<file path="src/rtl/pdlz_pkg.sv">
package pdlz_pkg;

    // record status codes
    localparam logic [1:0] STATUS_OK     = 2'd0;
    localparam logic [1:0] STATUS_LIMIT  = 2'd1;
    localparam logic [1:0] STATUS_BADREF = 2'd2;
    localparam logic [1:0] STATUS_TRUNC  = 2'd3;

    // token decoding constants
    localparam logic [7:0]  SPACE_CHAR     = 8'h20;
    localparam logic [7:0]  ASCII_MASK     = 8'h7f;
    localparam logic [7:0]  SPACE_PAIR_MIN = 8'hc0;
    localparam logic [7:0]  LIT_RUN_MIN    = 8'd1;
    localparam logic [7:0]  LIT_RUN_MAX    = 8'd8;
    localparam logic [3:0]  COPY_LEN_BASE  = 4'd3;
    localparam logic [15:0] LIMIT_RESET    = 16'd4096;

    // front to back command queue
    localparam int QUEUE_DEPTH = 4;
    localparam int QPTR_W      = 2;

    // what the back end does for one accepted word
    typedef enum logic [1:0] {
        KIND_NONE,
        KIND_LIT,
        KIND_SPACE,
        KIND_COPY
    } kind_t;

    typedef struct packed {
        kind_t       kind;
        logic [7:0]  byte0;
        logic [7:0]  byte1;
        logic [3:0]  count;
        logic [10:0] distance;
        logic [1:0]  status;
        logic        last;
    } cmd_t;

endpackage

</file>
<file path="src/rtl/pdlz_queue.sv">
module pdlz_queue (
    input  logic           clk,
    input  logic           rst_n,
    input  logic           push,
    input  pdlz_pkg::cmd_t push_cmd,
    output logic           full,
    input  logic           pop,
    output pdlz_pkg::cmd_t head,
    output logic           empty
);
    import pdlz_pkg::*;

    localparam int QCNT_W = QPTR_W + 1;

    cmd_t              slots [QUEUE_DEPTH];
    logic [QPTR_W-1:0] wr_ptr_reg, rd_ptr_reg;
    logic [QCNT_W-1:0] count_reg;

    assign full  = count_reg == QCNT_W'(QUEUE_DEPTH);
    assign empty = count_reg == '0;
    assign head  = slots[rd_ptr_reg];

    // pointers and fill count
    always_ff @(posedge clk or negedge rst_n)
    begin
        if (!rst_n)
        begin
            wr_ptr_reg <= '0;
            rd_ptr_reg <= '0;
            count_reg  <= '0;
        end
        else
        begin
            if (push)
                wr_ptr_reg <= wr_ptr_reg + 1'b1;
            if (pop)
                rd_ptr_reg <= rd_ptr_reg + 1'b1;
            if (push && !pop)
                count_reg <= count_reg + 1'b1;
            else if (pop && !push)
                count_reg <= count_reg - 1'b1;
        end
    end

    // command storage
    always_ff @(posedge clk)
    begin
        if (push)
            slots[wr_ptr_reg] <= push_cmd;
    end

    a_no_overflow: assert property (@(posedge clk) disable iff (!rst_n)
        !(push && full))
        else $error("command queue overflow");

    a_no_underflow: assert property (@(posedge clk) disable iff (!rst_n)
        !(pop && empty))
        else $error("command queue underflow");

endmodule

</file>
<file path="config.mk">
export PLATFORM = sky130hd
export DESIGN_NAME = pdlz_queue
export DESIGN_NICKNAME = d
export VERILOG_FILES = /design/src/rtl/pdlz_pkg.sv /design/src/rtl/pdlz_queue.sv
export SDC_FILE = /design/constraint.sdc
export NUM_CORES = 1
export LEC_CHECK = 0
export BUFFER_PORTS_ARGS = -buffer_cell sky130_fd_sc_hd__buf_2
export CORE_UTILIZATION = 45
export DETAILED_ROUTE_END_ITERATION = 8
export GPL_ROUTABILITY_DRIVEN = 0
export HOLD_SLACK_MARGIN = 0.1
export PLACE_DENSITY_LB_ADDON = 0.12
export SKIP_CTS_REPAIR_TIMING = 1
export SYNTH_ARGS = -nofsm -noshare
export SYNTH_HDL_FRONTEND = slang
export SYNTH_SLANG_ARGS = --single-unit
export TNS_END_PERCENT = 50
</file>
<file path="constraint.sdc">
create_clock -name clk -period 2.16 [get_ports clk]
set_input_delay 0.324 -clock clk [delete_from_list [all_inputs] [get_ports clk]]
set_output_delay 0.324 -clock clk [all_outputs]
set_load 0.01 [all_outputs]
</file>
### Yosys cells after proc, flatten, opt, wreduce, memory -nomap -nowiden

Memory sizes are Yosys's and may differ from the RTL's.
Index checks and enable logic that the tools add are counted.

* bits in writable memories: 144
* memories kept: 1
* bits of input ports: 40
* output and inout bits: 38
* flip-flop bits (word level): 7

Memory list
* slots: depth 4, bits a word 36, rd ports 1, clocked after Yosys merged registers in 0, wr ports 1, RTL line pdlz_queue.sv:15 `cmd_t slots [QUEUE_DEPTH];`

* add/sub/neg operators: 4
* muxes and demuxes: 4
* reduce and logical (&&, ||, !) cells: 6
* equality and inequality tests: 1

Operator list (number)
* two-way mux 3 bit: 2
* adder 2 x 1 -> 2 bit (second input constant): 2
* adder 3 x 1 -> 3 bit (second input constant): 1
* == test 3 bit (second input constant): 1
* logical NOT 3 bit: 1
* subtractor 3 x 1 -> 3 bit (second input constant): 1
* logical AND 1 bit: 2
* logical NOT 1 bit: 2
* two-way mux 1 bit: 2
* nonzero test 2 bit: 1

### Logic depth before layout (Yosys ltp)

* depth in word-level cells: 4
* gate-level depth with buffers: 7
* depth with buffers taken out: 7

### Least setup slack after synthesis

Ideal clock, no wire load.

* path kind: register to register
* start: register wr_ptr_reg[0]
* end: memory slots[2][0] in the netlist's numbering (enable)
* data arrival time: 1494 ps
* setup slack: 269 ps
* cell stages (with the launch flop): 4
* cells stage by stage: dfrtp_1 -> inv_1 -> ha_1 -> and2_1

RTL lines
* from (decl): RTL line pdlz_queue.sv:16 `logic [QPTR_W-1:0] wr_ptr_reg, rd_ptr_reg;`
* from (signal assigned): RTL line pdlz_queue.sv:35 `wr_ptr_reg <= wr_ptr_reg + 1'b1;`
* to (decl): RTL line pdlz_queue.sv:15

No word-level cell before the write port.

==> run metrics <==
PwrDens 1362 mW/mm^2; min-delay worst type primary input to flip-flop; cell mode on critical path buf_4; 1st-iter DRT viols 142; minimum clock period after layout 2107 ps; clock tree from TritonCTS done; Net Sw Frac 28.06%; count of max-cap constraint violations 0; sw power 0.002636 W; VDD IR-drop max 587.8 uV; post-synth net total 268; Setup crit end kind output port; Total GRT Usage 15.48%; Syn Inst Count 222; Die Span Y 113.6 microns; H-tree lvl count 4; max incr delay on CP 420 ps; number of global-route vias before repair 2,605; WL/cell 18.23 microns; Avg Cell Area, Syn 25.24 sq um; Site Rows 40; Final Hold Vio Count 0; CTS root buf clkbuf_16; Yosys cell types 19; largest net degree at the start of global routing 29; Final period util 97.55%; CP max-delay cell mux4_2; Max Slew Vio Count 0; Antenna Nets Post-Route 0; CP Cell Sequence buf_12 > buf_4 > buf_4 > mux4_2 > buf_2; DR vias 2,554; Max Clk Rate 0.4746 GHz; status complete, no violations; CP arrival 1780 ps; number of synthesis warnings 0; CTS Sinks 151; Synth Cell Area 0.005604 sq mm; core box area 0.01206 sq mm; combinational share of power 29.8%; antenna violations before repair 1; sequential-to-total area share from yosys stat 80.29%; Pre-antenna DRT Iters 4; Clock Pin Slew Worst Setup and Hold Paths 60 ps; fin nets 376; dpl hpwl 5850 microns; Synth top area share 77.16%; placed cell area 0.006281 sq mm; Buffers & Inverters on Critical Path 4; Yosys reg bits 151; Leakage 2.427 nW; pin slew with the least headroom to its limit 388.0 ps; worst skew pair latency 410 ps; CTS buffer count 17; Final Setup Violations 0; Pint 0.006757 W; Yosys top cell by area edfxtp_1; CP top delay family buffers and inverters; Worst slew margin 74.14%; Crit Path Class flip-flop to output port; IO Pins 78; total power 0.009393 W; Clock power frac 27.1%; first-pass GRT wire length 14,230 microns; ratio of cells with drive above 1 in the final layout 48.98%; CTS max path bufs 2; I/O Buffers 77; Critical Path Start Type flip-flop; Starting Density 46.46%; top cells by area, synth edfxtp_1 (77%), mux4_2 (14%), dfrtp_1 (3.1%); final WL 9318 microns; Worst Skew 8.124 ps; DIE WIDTH 113.6 microns; Residual DRC 0; remaining global-route overflow 0; max reg flops 144; unrepaired setup endpoints after global routing no; full die area 0.01290 sq mm; Critical Path Fanout Max 8; sequential power share 43.1%; Vias/cell 4.998; Area growth syn-to-layout 23.04%; fin area 0.006895 sq mm; Req. time, crit path 1840 ps; Antenna diodes 0
placed cells by master, fill, tap and decap left out, types with 3 or more instances in the layout:
cell | Yosys | final
edfxtp_1 | 144 | 144
ha_1 | 5 | 5
mux4_2 | 36 | 36
inv_1 | 4 | 4
buf_4 | 1 | 11
clkinvlp_4 | 0 | 4
clkbuf_16 | 0 | 18
clkinv_2 | 0 | 5
buf_2 | 4 | 77
clkbuf_1 | 0 | 3
xor2_1 | 4 | 4
buf_12 | 2 | 6
and2_2 | 0 | 4
dfrtp_1 | 7 | 5
worst reg2reg max path, delay by kind of cell, from the launching register on:
kind | cells | cell delay [ps]
flip-flops | 1 | 420
adder cells (fa/ha/maj) | 1 | 130
AND/OR/NAND/NOR | 1 | 330
buffers and inverters | 2 | 370
synthesized netlist by cell type:
| cell type | n |
|---|---|
| mux4_2 | 36 |
| nor3b_1 | 1 |
| fa_1 | 1 |
| xor2_1 | 4 |
| ha_1 | 5 |
| nor2_1 | 1 |
| buf_6 | 1 |
| nor3_1 | 1 |
| dfrtp_1 | 7 |
| buf_12 | 2 |
| o21ai_0 | 1 |
| xnor2_1 | 2 |
| and2_1 | 4 |
| mux2_2 | 1 |
| edfxtp_1 | 144 |
| buf_4 | 1 |
| buf_2 | 4 |
| nand2_1 | 2 |
| inv_1 | 4 |
final timing paths:
kind                               start  slack, ps  cells past startpoint             to
hold reg to reg             count_reg[2]        490                      1   count_reg[2]
setup reg to reg           wr_ptr_reg[0]        600                      4   slots[0][16]
max in group asynchronous          rst_n       1690                      2  rd_ptr_reg[1]
setup / recovery           rd_ptr_reg[0]         50                      5       head[12]
hold / removal              push_cmd[14]        130                      1   slots[1][14]
min in group asynchronous          rst_n        280                      2   count_reg[1]
final cells by class:
cell class / count / area (sq um)
Clock inverter: 12 / 81.33
Timing Repair Buffer: 97 / 634.4
Tap cell: 168 / 210.2
Clock buffer: 20 / 436.7
Fill cell: 899 / 5166
Sequential cell: 151 / 4502
Multi-Input combinational cell: 59 / 1016
Inverter: 4 / 15.01
kinds of logic after synthesis:
family,after synthesis,share of synthesized area [%]
flops,151,80.29
compound gates,1,0.08922
mux,37,14.67
simple gates,9,0.8706
buf+inv,12,1.674
xor+xnor,6,0.9377
fa+ha+maj,6,1.474
per-layer routing:
metal / vias up / global-route usage [%] / share of wire [%]
met4: 2 / 5.789 / 0.98
met1: 1325 / 19.66 / 43
met3: 11 / 4.888 / 4.1
met2: 66 / 25.16 / 52
met5: - / 0 / 0.14
li1: 1150 / - / -
per-stage QoR:
stage / setup WS (ps) / utilization (%) / TNS (ps) / instances / hold slack, ps
3_5_place_dp: 372.2 / 52.07 / 0 / 471 / 175.2
6_report: 53.01 / 57.17 / 0 / 511 / 129.8
2_1_floorplan: 269.3 / - / 0 / 222 / 28.41
4_1_cts: -68.86 / 56.37 / -1305 / 503 / -260.8
3_3_place_gp: 390.7 / 52.07 / 0 / 471 / 170.1
5_1_grt: 1.817 / 57.17 / 0 / 511 / 111.9
power by group through the flow:
| stage | logic (W) | clock network (W) | registers [W] |
|---|---|---|---|
| floorplan | 0.00179 | 0 | 0.00402 |
| global placement | 0.00265 | 0 | 0.00413 |
| detailed placement | 0.00266 | 0 | 0.00416 |
| CTS | 0.00266 | 0.00260 | 0.00410 |
| global route | 0.00302 | 0.00271 | 0.00410 |
| finish | 0.00280 | 0.00255 | 0.00405 |
(Power assumes the default switching activity.)
