===== src/rtl/pdlz_pkg.sv =====
package pdlz_pkg;

    // record status codes
    localparam logic [1:0] STATUS_OK     = 2'd0;
    localparam logic [1:0] STATUS_LIMIT  = 2'd1;
    localparam logic [1:0] STATUS_BADREF = 2'd2;
    localparam logic [1:0] STATUS_TRUNC  = 2'd3;

    // token decoding constants
    localparam logic [7:0]  SPACE_CHAR     = 8'h20;
    localparam logic [7:0]  ASCII_MASK     = 8'h7f;
    localparam logic [7:0]  SPACE_PAIR_MIN = 8'hc0;
    localparam logic [7:0]  LIT_RUN_MIN    = 8'd1;
    localparam logic [7:0]  LIT_RUN_MAX    = 8'd8;
    localparam logic [3:0]  COPY_LEN_BASE  = 4'd3;
    localparam logic [15:0] LIMIT_RESET    = 16'd4096;

    // front to back command queue
    localparam int QUEUE_DEPTH = 4;
    localparam int QPTR_W      = 2;

    // what the back end does for one accepted word
    typedef enum logic [1:0] {
        KIND_NONE,
        KIND_LIT,
        KIND_SPACE,
        KIND_COPY
    } kind_t;

    typedef struct packed {
        kind_t       kind;
        logic [7:0]  byte0;
        logic [7:0]  byte1;
        logic [3:0]  count;
        logic [10:0] distance;
        logic [1:0]  status;
        logic        last;
    } cmd_t;

endpackage


===== src/rtl/pdlz_in_if.sv =====
interface pdlz_in_if;
    logic       valid;
    logic       ready;
    logic [7:0] in_byte;
    logic       in_last;

    modport source (output valid, output in_byte, output in_last, input ready);
    modport sink   (input valid, input in_byte, input in_last, output ready);
endinterface


===== src/rtl/pdlz_front.sv =====
module pdlz_front (
    input  logic           clk,
    input  logic           rst_n,
    input  logic           cfg_wr_en,
    input  logic [15:0]    cfg_wr_data,
    pdlz_in_if.sink        cmp_bytes,
    output logic           push,
    output pdlz_pkg::cmd_t push_cmd,
    input  logic           full
);
    import pdlz_pkg::*;

    logic [15:0] limit_reg;
    logic [15:0] wc_reg, wc_next;
    logic [3:0]  lp_reg, lp_next;
    logic        pair_reg, pair_next;
    logic [7:0]  first_reg, first_next;
    logic        stop_reg, stop_next;
    logic [1:0]  st_reg, st_next;

    logic        accept;
    logic [7:0]  b;
    logic        last;
    logic [13:0] code;
    logic [10:0] dist_c;
    logic [3:0]  len_c;
    logic [16:0] sum1, sum2, sumc, limit_x;
    kind_t       kind;
    logic [7:0]  b0, b1;
    logic [3:0]  cnt;
    logic [10:0] copy_dist;

    // first nonzero status of a record sticks
    function automatic logic [1:0] set_status(input logic [1:0] cur, input logic [1:0] code_in);
        set_status = (cur == STATUS_OK) ? code_in : cur;
    endfunction

    assign accept          = cmp_bytes.valid && !full;
    assign cmp_bytes.ready = !full;
    assign b               = cmp_bytes.in_byte;
    assign last            = cmp_bytes.in_last;

    assign code    = {first_reg[5:0], b};
    assign dist_c  = code[13:3];
    assign len_c   = {1'b0, code[2:0]} + COPY_LEN_BASE;
    assign limit_x = {1'b0, limit_reg};
    assign sum1    = {1'b0, wc_reg} + 17'd1;
    assign sum2    = {1'b0, wc_reg} + 17'd2;
    assign sumc    = {1'b0, wc_reg} + {13'd0, len_c};

    // classify the word against the current record state
    always_comb
    begin
        wc_next    = wc_reg;
        lp_next    = lp_reg;
        pair_next  = pair_reg;
        first_next = first_reg;
        stop_next  = stop_reg;
        st_next    = st_reg;
        kind       = KIND_NONE;
        b0         = b;
        b1         = b & ASCII_MASK;
        cnt        = 4'd0;
        copy_dist  = 11'd0;

        // limit may already be met (or lowered) before this word
        if (!stop_reg && wc_reg >= limit_reg)
        begin
            stop_next = 1'b1;
            st_next   = set_status(st_next, STATUS_LIMIT);
        end

        if (!stop_next)
        begin
            if (lp_reg != 4'd0)
            begin
                lp_next = lp_reg - 4'd1;
                kind    = KIND_LIT;
                cnt     = 4'd1;
                wc_next = sum1[15:0];
                if (sum1 >= limit_x)
                begin
                    stop_next = 1'b1;
                    st_next   = set_status(st_next, STATUS_LIMIT);
                end
            end
            else if (pair_reg)
            begin
                pair_next = 1'b0;
                if (dist_c == 11'd0 || {5'd0, dist_c} > wc_reg || sumc > limit_x)
                begin
                    stop_next = 1'b1;
                    st_next   = set_status(st_next, STATUS_BADREF);
                end
                else
                begin
                    kind      = KIND_COPY;
                    cnt       = len_c;
                    copy_dist = dist_c;
                    wc_next   = sumc[15:0];
                    if (sumc >= limit_x)
                    begin
                        stop_next = 1'b1;
                        st_next   = set_status(st_next, STATUS_LIMIT);
                    end
                end
            end
            else if (b >= LIT_RUN_MIN && b <= LIT_RUN_MAX)
            begin
                lp_next = b[3:0];
            end
            else if (b <= ASCII_MASK)
            begin
                kind    = KIND_LIT;
                cnt     = 4'd1;
                wc_next = sum1[15:0];
                if (sum1 >= limit_x)
                begin
                    stop_next = 1'b1;
                    st_next   = set_status(st_next, STATUS_LIMIT);
                end
            end
            else if (b >= SPACE_PAIR_MIN)
            begin
                kind = KIND_SPACE;
                b0   = SPACE_CHAR;
                if (sum1 >= limit_x)
                begin
                    // second byte does not fit
                    cnt       = 4'd1;
                    wc_next   = sum1[15:0];
                    stop_next = 1'b1;
                    st_next   = set_status(st_next, STATUS_LIMIT);
                end
                else
                begin
                    cnt     = 4'd2;
                    wc_next = sum2[15:0];
                    if (sum2 >= limit_x)
                    begin
                        stop_next = 1'b1;
                        st_next   = set_status(st_next, STATUS_LIMIT);
                    end
                end
            end
            else
            begin
                pair_next  = 1'b1;
                first_next = b;
            end
        end

        if (last && !stop_next && (lp_next != 4'd0 || pair_next))
            st_next = set_status(st_next, STATUS_TRUNC);

        push              = accept && (cnt != 4'd0 || last);
        push_cmd.kind     = kind;
        push_cmd.byte0    = b0;
        push_cmd.byte1    = b1;
        push_cmd.count    = (cnt == 4'd0) ? 4'd1 : cnt;
        push_cmd.distance = copy_dist;
        push_cmd.status   = st_next;
        push_cmd.last     = last;

        // record end clears the decode state
        if (last)
        begin
            wc_next    = 16'd0;
            lp_next    = 4'd0;
            pair_next  = 1'b0;
            first_next = 8'd0;
            stop_next  = 1'b0;
            st_next    = STATUS_OK;
        end
    end

    // decode state and limit register
    always_ff @(posedge clk or negedge rst_n)
    begin
        if (!rst_n)
        begin
            limit_reg <= LIMIT_RESET;
            wc_reg    <= 16'd0;
            lp_reg    <= 4'd0;
            pair_reg  <= 1'b0;
            first_reg <= 8'd0;
            stop_reg  <= 1'b0;
            st_reg    <= STATUS_OK;
        end
        else
        begin
            if (cfg_wr_en)
                limit_reg <= cfg_wr_data;
            if (accept)
            begin
                wc_reg    <= wc_next;
                lp_reg    <= lp_next;
                pair_reg  <= pair_next;
                first_reg <= first_next;
                stop_reg  <= stop_next;
                st_reg    <= st_next;
            end
        end
    end

    a_stop_has_status: assert property (@(posedge clk) disable iff (!rst_n)
        stop_reg |-> st_reg != STATUS_OK)
        else $error("decode stopped without a status");

    a_one_pending: assert property (@(posedge clk) disable iff (!rst_n)
        !(pair_reg && lp_reg != 4'd0))
        else $error("literal run and reference pending together");

endmodule


===== src/flat_wrapper.sv =====
// flat-port wrapper written by rule: the top's interface ports become plain ports
module pdlz_front_flat import pdlz_pkg::*;
  (clk, rst_n, cfg_wr_en, cfg_wr_data, push, push_cmd, full, cmp_bytes_valid, cmp_bytes_in_byte, cmp_bytes_in_last, cmp_bytes_ready);
  pdlz_in_if cmp_bytes_i ();
  input  logic clk;
  input  logic rst_n;
  input  logic cfg_wr_en;
  input  logic [15:0] cfg_wr_data;
  output logic push;
  output pdlz_pkg::cmd_t push_cmd;
  input  logic full;
  input wire logic [$bits(cmp_bytes_i.valid)-1:0] cmp_bytes_valid;
  input wire logic [$bits(cmp_bytes_i.in_byte)-1:0] cmp_bytes_in_byte;
  input wire logic [$bits(cmp_bytes_i.in_last)-1:0] cmp_bytes_in_last;
  output wire logic [$bits(cmp_bytes_i.ready)-1:0] cmp_bytes_ready;
  assign cmp_bytes_i.valid = cmp_bytes_valid;
  assign cmp_bytes_i.in_byte = cmp_bytes_in_byte;
  assign cmp_bytes_i.in_last = cmp_bytes_in_last;
  assign cmp_bytes_ready = cmp_bytes_i.ready;
  pdlz_front u_core (.clk(clk), .rst_n(rst_n), .cfg_wr_en(cfg_wr_en), .cfg_wr_data(cfg_wr_data), .cmp_bytes(cmp_bytes_i), .push(push), .push_cmd(push_cmd), .full(full));
endmodule

===== config.mk =====
export PLATFORM = sky130hd
export DESIGN_NAME = pdlz_front_flat
export DESIGN_NICKNAME = d
export VERILOG_FILES = /design/src/rtl/pdlz_pkg.sv /design/src/rtl/pdlz_in_if.sv /design/src/rtl/pdlz_front.sv /design/src/flat_wrapper.sv
export SDC_FILE = /design/constraint.sdc
export NUM_CORES = 1
export LEC_CHECK = 0
export CORE_UTILIZATION = 39
export CTS_CLUSTER_DIAMETER = 150
export DETAILED_ROUTE_END_ITERATION = 10
export DONT_BUFFER_PORTS = 1
export MAX_ROUTING_LAYER = met4
export PLACE_DENSITY = 0.63
export SYNTH_ARGS = -nofsm -noshare
export SYNTH_HDL_FRONTEND = slang
export SYNTH_SLANG_ARGS = --single-unit

===== constraint.sdc =====
create_clock -name clk -period 7.22 [get_ports clk]
set_clock_uncertainty 0.05 [all_clocks]
set_input_delay 0.722 -clock clk [delete_from_list [all_inputs] [get_ports clk]]
set_output_delay 0.722 -clock clk [all_outputs]
set_load 0.02 [all_outputs]

### Yosys cells after proc, flatten, opt, wreduce, memory -nomap -nowiden

Index checks and enable logic that the tools add are counted.

| storage, ports and cells | value |
|---|---|
| input port bits | 30 |
| word-level logic and storage cells | 139 |
| output and inout bits | 38 |
| register bits | 46 |
| memories | 0 |
| bits in latches | 0 |
| bits in read-only memories | 0 |
| memory bits (writable) | 0 |

| cells by class | value |
|---|---|
| shift operators | 0 |
| reduce and logical (&&, ||, !) cells | 24 |
| multiply operators | 0 |
| add/subtract/negate cells | 5 |
| order comparisons | 10 |
| bitwise gates (word level) | 0 |
| divide/modulo/power cells | 0 |
| mux-type cells | 85 |
| eq/ne operators | 8 |

Operators with widths:

| operator | number |
|---|---|
| $mux 16 | 9 |
| $mux 2 | 26 |
| $mux 4 | 13 |
| $ge 17x16->1 | 3 |
| $mux 8 | 6 |
| $mux 11 | 4 |
| $mux 6 | 7 |
| $mux 1 | 20 |
| $add 16x1->17 const B | 1 |
| $add 16x2->17 const B | 1 |
| $add 16x4->17 | 1 |
| $gt 17x16->1 | 1 |
| $ge 16x16->1 | 1 |
| $gt 11x16->1 | 1 |
| $ne 2x2->1 const B | 6 |
| $reduce_bool 4->1 | 3 |
| $logic_not 11->1 | 1 |
| $ge 8x1->1 const B | 1 |
| $ge 8x8->1 const B | 1 |
| $le 8x4->1 const B | 1 |
| $le 8x7->1 const B | 1 |
| $reduce_and 7->1 | 1 |
| $logic_and 1x1->1 | 6 |
| $logic_not 2->1 | 3 |
| other kinds (9) | 14 |

### Longest topological paths before layout

Gate-level depths: netlist (run 1).

| logic depth | value |
|---|---|
| depth in word-level cells | 17 |
| depth in mapped cells | 20 |
| mapped depth without buffers | 18 |

### Worst setup path before layout (run 1)

OpenSTA, ideal clock, no wires.

| path | value |
|---|---|
| path type | input port to output port |
| start point | input cmp_bytes_in_byte[0] |
| end point | output push_cmd[2] in the netlist's numbering |
| stages on the path | 17 |
| arrival time | 4.982 ns |
| setup slack | 1.466 ns |
| path buffers | 0 |
| required time | 6.448 ns |
| path through | inv_1 > ha_1 > fa_1 > nand3b_1 > a21oi_1 > nand2_1 > nor2_1 > xnor2_1 > ha_1 > a211oi_1 > o21ai_0 > a2111oi_0 > a21oi_1 > o41a_1 > a211oi_1 > o211ai_1 > o31ai_1 |

RTL lines:

| item | RTL line | source |
|---|---|---|
| start: declaration | flat_wrapper.sv:13 | `input wire logic [$bits(cmp_bytes_i.in_byte)-1:0] cmp_bytes_in_byte;` |
| end: declaration | flat_wrapper.sv:10 | `output pdlz_pkg::cmd_t push_cmd;` |

==> results of run 1 <==
## cell families (layout without fill, tap and decap cells)
kind of cell,count (synthesis),in the layout
buffers and inverters,99,71
other,1,1
adders and majority gates,85,85
AOI/OAI and AO/OA,211,211
muxes,20,20
xor gates and xnor gates,43,43
and+or+nand+nor,236,236
DFF,46,46
## synth_stat cells, drive strengths merged (14+ instances only)
cell type and instances:
a21oi 46, and2 17, buf 23, clkbuf 22
dfrtp 45, ha 84, inv 53, nand2 63
nand3 18, nand4 18, nor2 56, nor3 23
o21ai 47, xnor2 29, xor2 14
## routing by layer
| metal | vias up | global-route usage | routed length [um] |
|---|---|---|---|
| li1 | 2657 | - | - |
| met1 | 2683 | 0.363 | 8690 |
| met2 | 307 | 0.369 | 8180 |
| met3 | 41 | 0.0430 | 1850 |
| met4 | 0 | 0.0815 | 553 |
| met5 | - | - | 0 |
## layout make-up
| type | count | area, um2 | share of cell area |
|---|---|---|---|
| Clock inverter | 3 | 43.8 | 0.00719 |
| Timing Repair Buffer | 9 | 67.6 | 0.0111 |
| Sequential cell | 46 | 1150 | 0.189 |
| Tap cell | 184 | 230 | 0.0378 |
| Clock buffer | 5 | 125 | 0.0206 |
| Inverter | 54 | 203 | 0.0333 |
| Multi-Input combinational cell | 596 | 4270 | 0.701 |
## metrics by stage
| step | instance area (um2) | setup slack (ns) | total power, uW | utilization | hold slack (ns) |
|---|---|---|---|---|---|
| CTS | 6090 | 1.13 | 2300 | 0.417 | 0.0551 |
| finish | 6090 | 1.03 | 2340 | 0.417 | 0.0604 |
| global placement | 5920 | 1.24 | 2010 | 0.406 | 0.378 |
| detailed placement | 5920 | 1.17 | 2010 | 0.406 | 0.378 |
| floorplan | 5830 | 1.47 | 1610 | - | 0.376 |
| global route | 6090 | 0.701 | 2530 | 0.417 | 0.0486 |
## critical path: cells and delay by family
family / cells / cell delay, ns
buffers and inverters: 3 / 0.51
adders and majority gates: 3 / 1.04
and+or+nand+nor: 3 / 0.52
xor gates and xnor gates: 1 / 0.17
AOI/OAI and AO/OA: 9 / 2.43
## worst min-delay path by stage
stage,end,slack (ns),cells past startpoint
2_1_floorplan,u_core.first_reg[0]$_DFFE_PN0P_,0.38,0
3_3_place_gp,u_core.limit_reg[2]$_DFFE_PN0P_,0.38,0
3_5_place_dp,u_core.limit_reg[2]$_DFFE_PN0P_,0.38,0
4_1_cts,u_core.wc_reg[8]$_DFFE_PN0P_,0.06,0
5_1_grt,u_core.wc_reg[8]$_DFFE_PN0P_,0.05,0
6_report,u_core.first_reg[4]$_DFFE_PN0P_,0.06,0
## power groups by stage
stage / Clock [uW] / Combinational (uW) / Sequential, uW
after floorplan: 0 / 1240 / 372
after global placement: 0 / 1540 / 468
after detailed placement: 0 / 1550 / 466
after CTS: 284 / 1560 / 461
after global routing: 293 / 1760 / 476
final: 277 / 1590 / 468
==> qor.txt, run 1 <==
Clock Power Share: 0.118
xor and xnor area share after synthesis: 0.0646
Simple-Gate Fraction of Synth Area: 0.201
num rows: 44
clock sink count: 46
Peak supply drop: 0.262 mV
Setup CP Type: input pin to output port
critical path endpoint: push_cmd[2]
hold-fix buffers at CTS: 0
leakage power: 0.00272 uW
cell taking the most area after synthesis: dfrtp_1
Finished Layout Cells: 897
Combinational Power Share: 0.681
die area: 0.0154 mm2
worst min-delay path class: input pin to asynchronous set/reset pin
H-tree depth: 2
Slowest-stage cell, CP: fa_1
Slew Viols, Final: 0
period utilization: 0.857
final critical-path required period: 6.19 ns
r2r worst-path depth: 17
sequential fraction of the synthesis area: 0.198
Seq pwr share: 0.200
commonest cells after routing, fill and taps aside: ha_1 (84), nand2_1 (63), nor2_1 (56)
CTS tree: yes
DRC: 0
cell internal pwr: 1080 uW
CP max stage delay: 0.44 ns
fin nets: 827
GPL Wtd Cong: 0.994
CTS Buf Count: 5
later-pin clock latency in the skew report: 0.30 ns
DR pass1 iterations: 5
via count: 5,688
Overflow after GRT: 0
Resize count post-CTS: 0
Syn Nets: 856
Ys Warns: 0
Syn Inst Count: 741
Post-CTS Setup Bufs: 0
Yosys top cell area share: 0.193
Worst-Margin Slew: 0.969 ns
commonest non-fill, non-tap cell in the layout: ha_1
Synth Flop Type: dfrtp_1
RSZ-0062 raised after global routing: no
Area growth syn-to-layout: 4.38%
die height: 124 um
Adder-Cell Fraction of Synth Area: 0.184
Die Wd: 124 um
Fill cells: 1,523
pin count of the biggest net entering global routing: 47
First DRT Iteration DRCs: 458
Synth Area per Inst: 7.87 um2
P_sw: 1250 uW
r2r startpoint: u_core.wc_reg[1]$_DFFE_PN0P_
Compound-Gate Fraction of Synth Area: 0.245
Root Driver: clkbuf_16
initial antenna violation count: 0
HPWL after DPL: 14,300 um
status: finished clean
ranking of synthesized cells by area: dfrtp_1 (19%), ha_1 (18%), xnor2_1 (4.4%)
multiplexer share of the synthesized area: 0.0360
Yosys reg bits: 46
I/O Buffers: 0
post-route ant nets: 0
Final Hold Fails: 0
max-cap violations: 0
Worst setup SP type: input pin
IO Pins: 68
setup violators final: 0
GRT Util Overall: 0.256
FFs w/ async S/R, synth: 1.00
core area: 0.0146 mm2
CTS Buffer Depth: 2
Total Routed Length: 19,300 um
Max FO, Critical Path: 7
post-route setup TNS: 0 ns
RR Endpoint: u_core.wc_reg[7]$_DFFE_PN0P_
n_diodes: 0
Setup crit end kind: output port
CP cell instances: inv_1 > ha_1 > fa_1 > nand3b_1 > a21oi_1 > buf_4 > nand2_1 > nor2_1 > xnor2_1 > ha_1 > a211oi_1 > o21ai_0 > a2111oi_0 > a21oi_1 > o41a_1 > a211oi_1 > o211ai_1 > o31ai_1 > buf_4
Post-synth EDFFs: 0
Vias/cell: 6.34
vias in the first global route: 5,306
drt wl/cell: 21.5 um
Clock transition at path regs: 0.07 ns
largest family of logic cells by synthesized area: compound AO/OA/AOI/OAI gates
Slew HR: 0.346
initial core utilization: 0.400
Switching Share: 0.536
Crit. Startpoint: cmp_bytes_in_byte[0]
CP Data Required Time: 6.45 ns
Worst R2R Setup Slack: 1.70 ns
Max Clk Rate: 162 MHz
Cell Pwr Density: 384 mW/mm2
global-route wire length before repair: 30,300 um
Arr. time, crit path: 5.42 ns
DP Cell Count: 889
layout cells sized above 1: 0.0589
Mapped Area: 0.00583 mm2
count of different cell masters after synthesis: 74
(Power assumes the default switching activity.)
==> run 2, diff against run 1 <==
==> constraint.sdc (replaced) <==
create_clock -name clk -period 6.03 [get_ports clk]
set_clock_uncertainty 0.05 [all_clocks]
set_input_delay 0.3015 -clock clk [delete_from_list [all_inputs] [get_ports clk]]
set_output_delay 0.3015 -clock clk [all_outputs]
set_load 0.02 [all_outputs]
==> qor.txt, run 2 (synthesized netlist as in run 1, its figures left out) <==
status: finished clean
Vias/cell: 6.32 (-0.40%)
Arr. time, crit path: 5.11 ns (-0.31 ns)
CTS tree: yes
commonest non-fill, non-tap cell in the layout: ha_1
final setup margin: 0.568 ns (-0.464 ns)
CTS Buf Count: 5 (unchanged)
Worst setup SP type: flop
later-pin clock latency in the skew report: 0.30 ns (about the same)
CTS Buffer Depth: 2 (unchanged)
I/O Buffers: 0 (unchanged)
Root Driver: clkbuf_16
P_sw: 1510 uW (+21%)
setup violators final: 0 (unchanged)
Die Wd: 124 um (unchanged)
period utilization: 0.906
GPL Wtd Cong: 1.01 (+1.7%)
leakage power: 0.00272 uW (about the same)
num rows: 44 (unchanged)
Peak supply drop: 0.287 mV (+9.4%)
First DRT Iteration DRCs: 535 (+17%)
vias in the first global route: 5,475 (+3.2%)
Slew HR: 0.354 (+0.00799)
initial core utilization: 0.400 (unchanged)
Final Hold Fails: 0 (unchanged)
Post-CTS Setup Bufs: 0 (unchanged)
IO Pins: 68 (unchanged)
Area growth syn-to-layout: 4.46% (about the same)
die area: 0.0154 mm2 (unchanged)
Fill cells: 1,481 (-2.8%)
GRT Util Overall: 0.263 (+0.00695)
RR Endpoint: u_core.wc_reg[2]$_DFFE_PN0P_
Setup crit end kind: output port
Worst R2R Setup Slack: 0.85 ns (-0.85 ns)
worst slack, placed: 0.868 ns (-0.301 ns)
die height: 124 um (unchanged)
CP cell instances: inv_1 > fa_1 > nand3b_1 > a21oi_1 > buf_4 > nand2_1 > nor2_1 > xnor2_1 > ha_1 > a211oi_1 > o21ai_0 > a2111oi_0 > a21oi_1 > o41a_1 > a211oi_1 > o211ai_1 > o31ai_1 > buf_4
Crit path depth: 18 (-1)
Max Clk Rate: 183 MHz
r2r startpoint: u_core.wc_reg[1]$_DFFE_PN0P_
Total Routed Length: 19,600 um (+1.6%)
Top delay family on crit path: compound AO/OA/AOI/OAI gates
clock sink count: 46 (unchanged)
WP buf/inv: 3 (unchanged)
Slew Viols, Final: 0 (unchanged)
H-tree depth: 2 (unchanged)
Clock Power Share: 0.102 (-0.016)
DR pass1 iterations: 5 (unchanged)
DRC: 0 (unchanged)
post-route setup TNS: 0 ns (unchanged)
drt wl/cell: 21.8 um (+1.3%)
Cell Pwr Density: 455 mW/mm2 (+19%)
Overflow after GRT: 0 (unchanged)
Switching Share: 0.545 (+0.00860)
layout cells sized above 1: 0.0559 (-0.00296)
fin nets: 829 (+0.24%)
cell internal pwr: 1260 uW (+16%)
Seq pwr share: 0.200 (about the same)
Crit. Startpoint: u_core.wc_reg[1]$_DFFE_PN0P_
post-route ant nets: 0 (unchanged)
Multi-input gate area: 0.00427 mm2 (unchanged)
HPWL after DPL: 14,800 um (+3.3%)
pin count of the biggest net entering global routing: 47 (unchanged)
CP max stage delay: 0.48 ns (+0.04 ns)
Sequential Area: 0.00115 mm2 (unchanged)
Setup CP Type: flop to output port
CP Data Required Time: 5.68 ns (-0.77 ns)
r2r worst-path depth: 18 (+1)
Combinational Power Share: 0.698 (+0.017)
via count: 5,678 (-0.18%)
core area: 0.0146 mm2 (unchanged)
global-route wire length before repair: 31,200 um (+2.9%)
critical path endpoint: push_cmd[2]
RSZ-0062 raised after global routing: no
initial antenna violation count: 0 (unchanged)
final critical-path required period: 5.46 ns
Resize count post-CTS: 0 (unchanged)
Clock transition at path regs: 0.07 ns (about the same)
max-cap violations: 0 (unchanged)
worst min-delay path class: input pin to flop
Slowest-stage cell, CP: dfrtp_1
Max FO, Critical Path: 6 (-1)
n_diodes: 0 (unchanged)
commonest cells after routing, fill and taps aside: ha_1 (84), nand2_1 (63), nor2_1 (56)
Worst-Margin Slew: 0.957 ns (-0.0118 ns)
run 2: cell count changes in the layout (fill, tap and decap cells not counted):
| cell | delta |
|---|---|
| bufinv_16 | -1 |
| clkinv_2 | -1 |
| buf_16 | +1 |
| dlygate4sd3_1 | +1 |
| clkbuf_1 | +3 |
| inv_6 | -1 |
run 2: cell type report:
cell class / count / share of cell area
Timing Repair Buffer: 11 / 0.0173
Sequential cell: 46 / 0.189
Tap cell: 184 / 0.0378
Multi-Input combinational cell: 596 / 0.700
Clock buffer: 8 / 0.0224
Inverter: 54 / 0.0333
run 2: worst min-delay path by stage:
stage	start	end	depth (start not counted)
2_1_floorplan	rst_n	u_core.first_reg[0]$_DFFE_PN0P_	0
3_3_place_gp	rst_n	u_core.limit_reg[2]$_DFFE_PN0P_	0
3_5_place_dp	rst_n	u_core.limit_reg[2]$_DFFE_PN0P_	0
4_1_cts	cfg_wr_en	u_core.limit_reg[12]$_DFFE_PN1P_	1
5_1_grt	cfg_wr_en	u_core.limit_reg[1]$_DFFE_PN0P_	1
6_report	cfg_wr_en	u_core.limit_reg[12]$_DFFE_PN1P_	1
run 2: stage by stage:
step | total power, uW | cells | utilization | hold WS, ns | cell area [um2]
after floorplan | 1930 | 741 | - | -0.0441 | 5830
after global placement | 2420 | 889 | 0.406 | -0.0427 | 5920
after detailed placement | 2420 | 889 | 0.406 | -0.0427 | 5920
after CTS | 2730 | 899 | 0.418 | 0.0287 | 6090
after global routing | 3000 | 899 | 0.418 | 0.0369 | 6090
final | 2770 | 899 | 0.418 | 0.0294 | 6090
run 2: power by group through the flow:
| stage | clock network [uW] | logic, uW | registers (uW) |
|---|---|---|---|
| final | 283 | 1930 | 556 |
| after global routing | 300 | 2130 | 566 |
| after CTS | 289 | 1890 | 547 |
| after detailed placement | 0 | 1870 | 553 |
| after global placement | 0 | 1870 | 554 |
| after floorplan | 0 | 1480 | 446 |
run 2: what timing repair did:
action | in CTS | in global routing
setup endpoints to repair | 0 | 0
hold buffers | 2 | 0
endpoints found under the hold margin | 46 | 0
run 2: worst reg2reg max path: cells and delay by family (launching register included):
kind	cells	cell delay (ns)
AOI/OAI and AO/OA	7	1.69
and+or+nand+nor	4	0.94
adders and majority gates	2	0.76
buffers and inverters	3	0.65
DFF	1	0.48
muxes	1	0.35
xor gates and xnor gates	1	0.16
run 2: per-layer routing:
metal / part of all wire / global-route usage / vias to the layer above
li1: - / - / 2668
met1: 0.45 / 0.369 / 2681
met2: 0.42 / 0.382 / 277
met3: 0.092 / 0.0507 / 52
met4: 0.030 / 0.0780 / 0
met5: 0 / - / -
==> run 3, diff against run 2 <==
Settings changed: HOLD_SLACK_MARGIN from default to 0.1.
==> qor.txt, run 3 (synthesized netlist as in run 1, its figures left out) <==
status: finished clean
Worst setup SP type: flop
drt wl/cell: 21.5 um (-1.0%)
CP Data Required Time: 5.68 ns (about the same)
vias in the first global route: 5,506 (+0.57%)
Overflow after GRT: 0 (unchanged)
Slew Viols, Final: 0 (unchanged)
later-pin clock latency in the skew report: 0.30 ns (about the same)
Final Hold Fails: 0 (unchanged)
Arr. time, crit path: 5.08 ns (-0.03 ns)
Root Driver: clkbuf_16
commonest non-fill, non-tap cell in the layout: ha_1
worst min-delay path class: input pin to flop
global-route wire length before repair: 31,400 um (+0.73%)
post-route ant nets: 0 (unchanged)
Total Routed Length: 19,700 um (+0.53%)
Area growth syn-to-layout: 6.87%
Vias/cell: 6.31 (-0.16%)
Sequential Area: 0.00115 mm2 (unchanged)
initial antenna violation count: 0 (unchanged)
via count: 5,757 (+1.4%)
Resize count post-CTS: 0 (unchanged)
I/O Buffers: 0 (unchanged)
Peak supply drop: 0.287 mV (about the same)
clock sink count: 46 (unchanged)
Crit. Startpoint: u_core.wc_reg[1]$_DFFE_PN0P_
period utilization: 0.901 (-0.00442)
CP cell instances: inv_1 > fa_1 > nand3b_1 > a21oi_1 > buf_4 > nand2_1 > nor2_1 > xnor2_1 > ha_1 > a211oi_1 > o21ai_0 > a2111oi_0 > a21oi_1 > o41a_1 > a211oi_1 > o211ai_1 > o31ai_1 > buf_4
n_diodes: 0 (unchanged)
GPL Wtd Cong: 1.01 (unchanged)
post-route setup TNS: 0 ns (unchanged)
H-tree depth: 2 (unchanged)
PnR Total Power: 2780 uW (+0.18%)
num rows: 44 (unchanged)
CTS Buffer Depth: 2 (unchanged)
core area: 0.0146 mm2 (unchanged)
Top delay family on crit path: compound AO/OA/AOI/OAI gates
Slowest-stage cell, CP: dfrtp_1
final critical-path required period: 5.44 ns (-0.0266 ns)
Clock transition at path regs: 0.07 ns (about the same)
leakage power: 0.00278 uW (+2.2%)
r2r startpoint: u_core.wc_reg[1]$_DFFE_PN0P_
GRT Util Overall: 0.265 (+0.00190)
pin count of the biggest net entering global routing: 47 (unchanged)
setup violators final: 0 (unchanged)
Setup CP Type: flop to output port
HPWL after DPL: 14,800 um (unchanged)
Worst-Margin Slew: 1.07 ns (+0.108 ns)
die height: 124 um (unchanged)
Slew HR: 0.281 (-0.0730)
Max Clk Rate: 184 MHz (+0.49%)
max-cap violations: 0 (unchanged)
layout cells sized above 1: 0.0549 (-0.00107)
DRC: 0 (unchanged)
worst hold path startpoint: cfg_wr_data[12]
Fill cells: 1,473 (-0.54%)
commonest cells after routing, fill and taps aside: ha_1 (84), nand2_1 (63), nor2_1 (56)
CTS tree: yes
First DRT Iteration DRCs: 561 (+4.9%)
Setup crit end kind: output port
Multi-input gate area: 0.00427 mm2 (unchanged)
CTS Buf Count: 5 (unchanged)
IO Pins: 68 (unchanged)
WP buf/inv: 3 (unchanged)
initial core utilization: 0.400 (unchanged)
Post-CTS Setup Bufs: 0 (unchanged)
fin nets: 843 (+1.7%)
CP max stage delay: 0.48 ns (about the same)
Max FO, Critical Path: 6 (unchanged)
Cell Pwr Density: 446 mW/mm2 (-2.1%)
RSZ-0062 raised after global routing: no
hold-fix buffers at CTS: 16 (+14)
DR pass1 iterations: 5 (unchanged)
die area: 0.0154 mm2 (unchanged)
Die Wd: 124 um (unchanged)
## run 3: cell count changes in the layout (fill, tap and decap cells not counted), sizes merged
| cell | delta |
|---|---|
| dlygate4sd3 | +14 |
## run 3: stage by stage
stage	setup slack (ns)	instances	cell area, um2	util	hold slack [ns]
floorplan	1.12	741	5830	-	-0.0441
global placement	0.955	889	5920	0.406	-0.0427
detailed placement	0.868	889	5920	0.406	-0.0427
CTS	0.655	913	6230	0.427	0.101
global route	0.189	913	6230	0.427	0.104
finish	0.594	913	6230	0.427	0.0904
## run 3: layer usage
metal | track usage | vias up | wire [um]
met2 | 0.388 | 281 | 8360
met4 | 0.0787 | 0 | 687
met1 | 0.372 | 2721 | 8860
li1 | - | 2696 | -
met3 | 0.0451 | 59 | 1770
met5 | - | - | 0
## run 3: path summary, 6_finish.rpt
path | endpoint | slack (ns) | depth (start not counted)
setup / recovery | push_cmd[2] | 0.59 | 18
hold reg to reg | u_core.lp_reg[0]$_DFFE_PN0P_ | 0.49 | 2
max in group asynchronous | u_core.limit_reg[12]$_DFFE_PN1P_ | 5.18 | 2
setup reg to reg | u_core.wc_reg[2]$_DFFE_PN0P_ | 0.88 | 18
min in group asynchronous | u_core.limit_reg[3]$_DFFE_PN0P_ | 0.44 | 2
hold / removal | u_core.limit_reg[12]$_DFFE_PN1P_ | 0.09 | 2
## run 3: power breakdown
group          internal [uW]  total [uW]  switching, uW
registers                382         555            173
clock network            155         283            128
logic                    730        1940           1210
total                   1270        2780           1510
## run 3: layout make-up
class,instances,share of cell area
clock buffer,8,0.0219
sequential,46,0.185
tap,184,0.0369
multi-input combinational,596,0.684
inverter,54,0.0325
timing repair buffer,25,0.0393
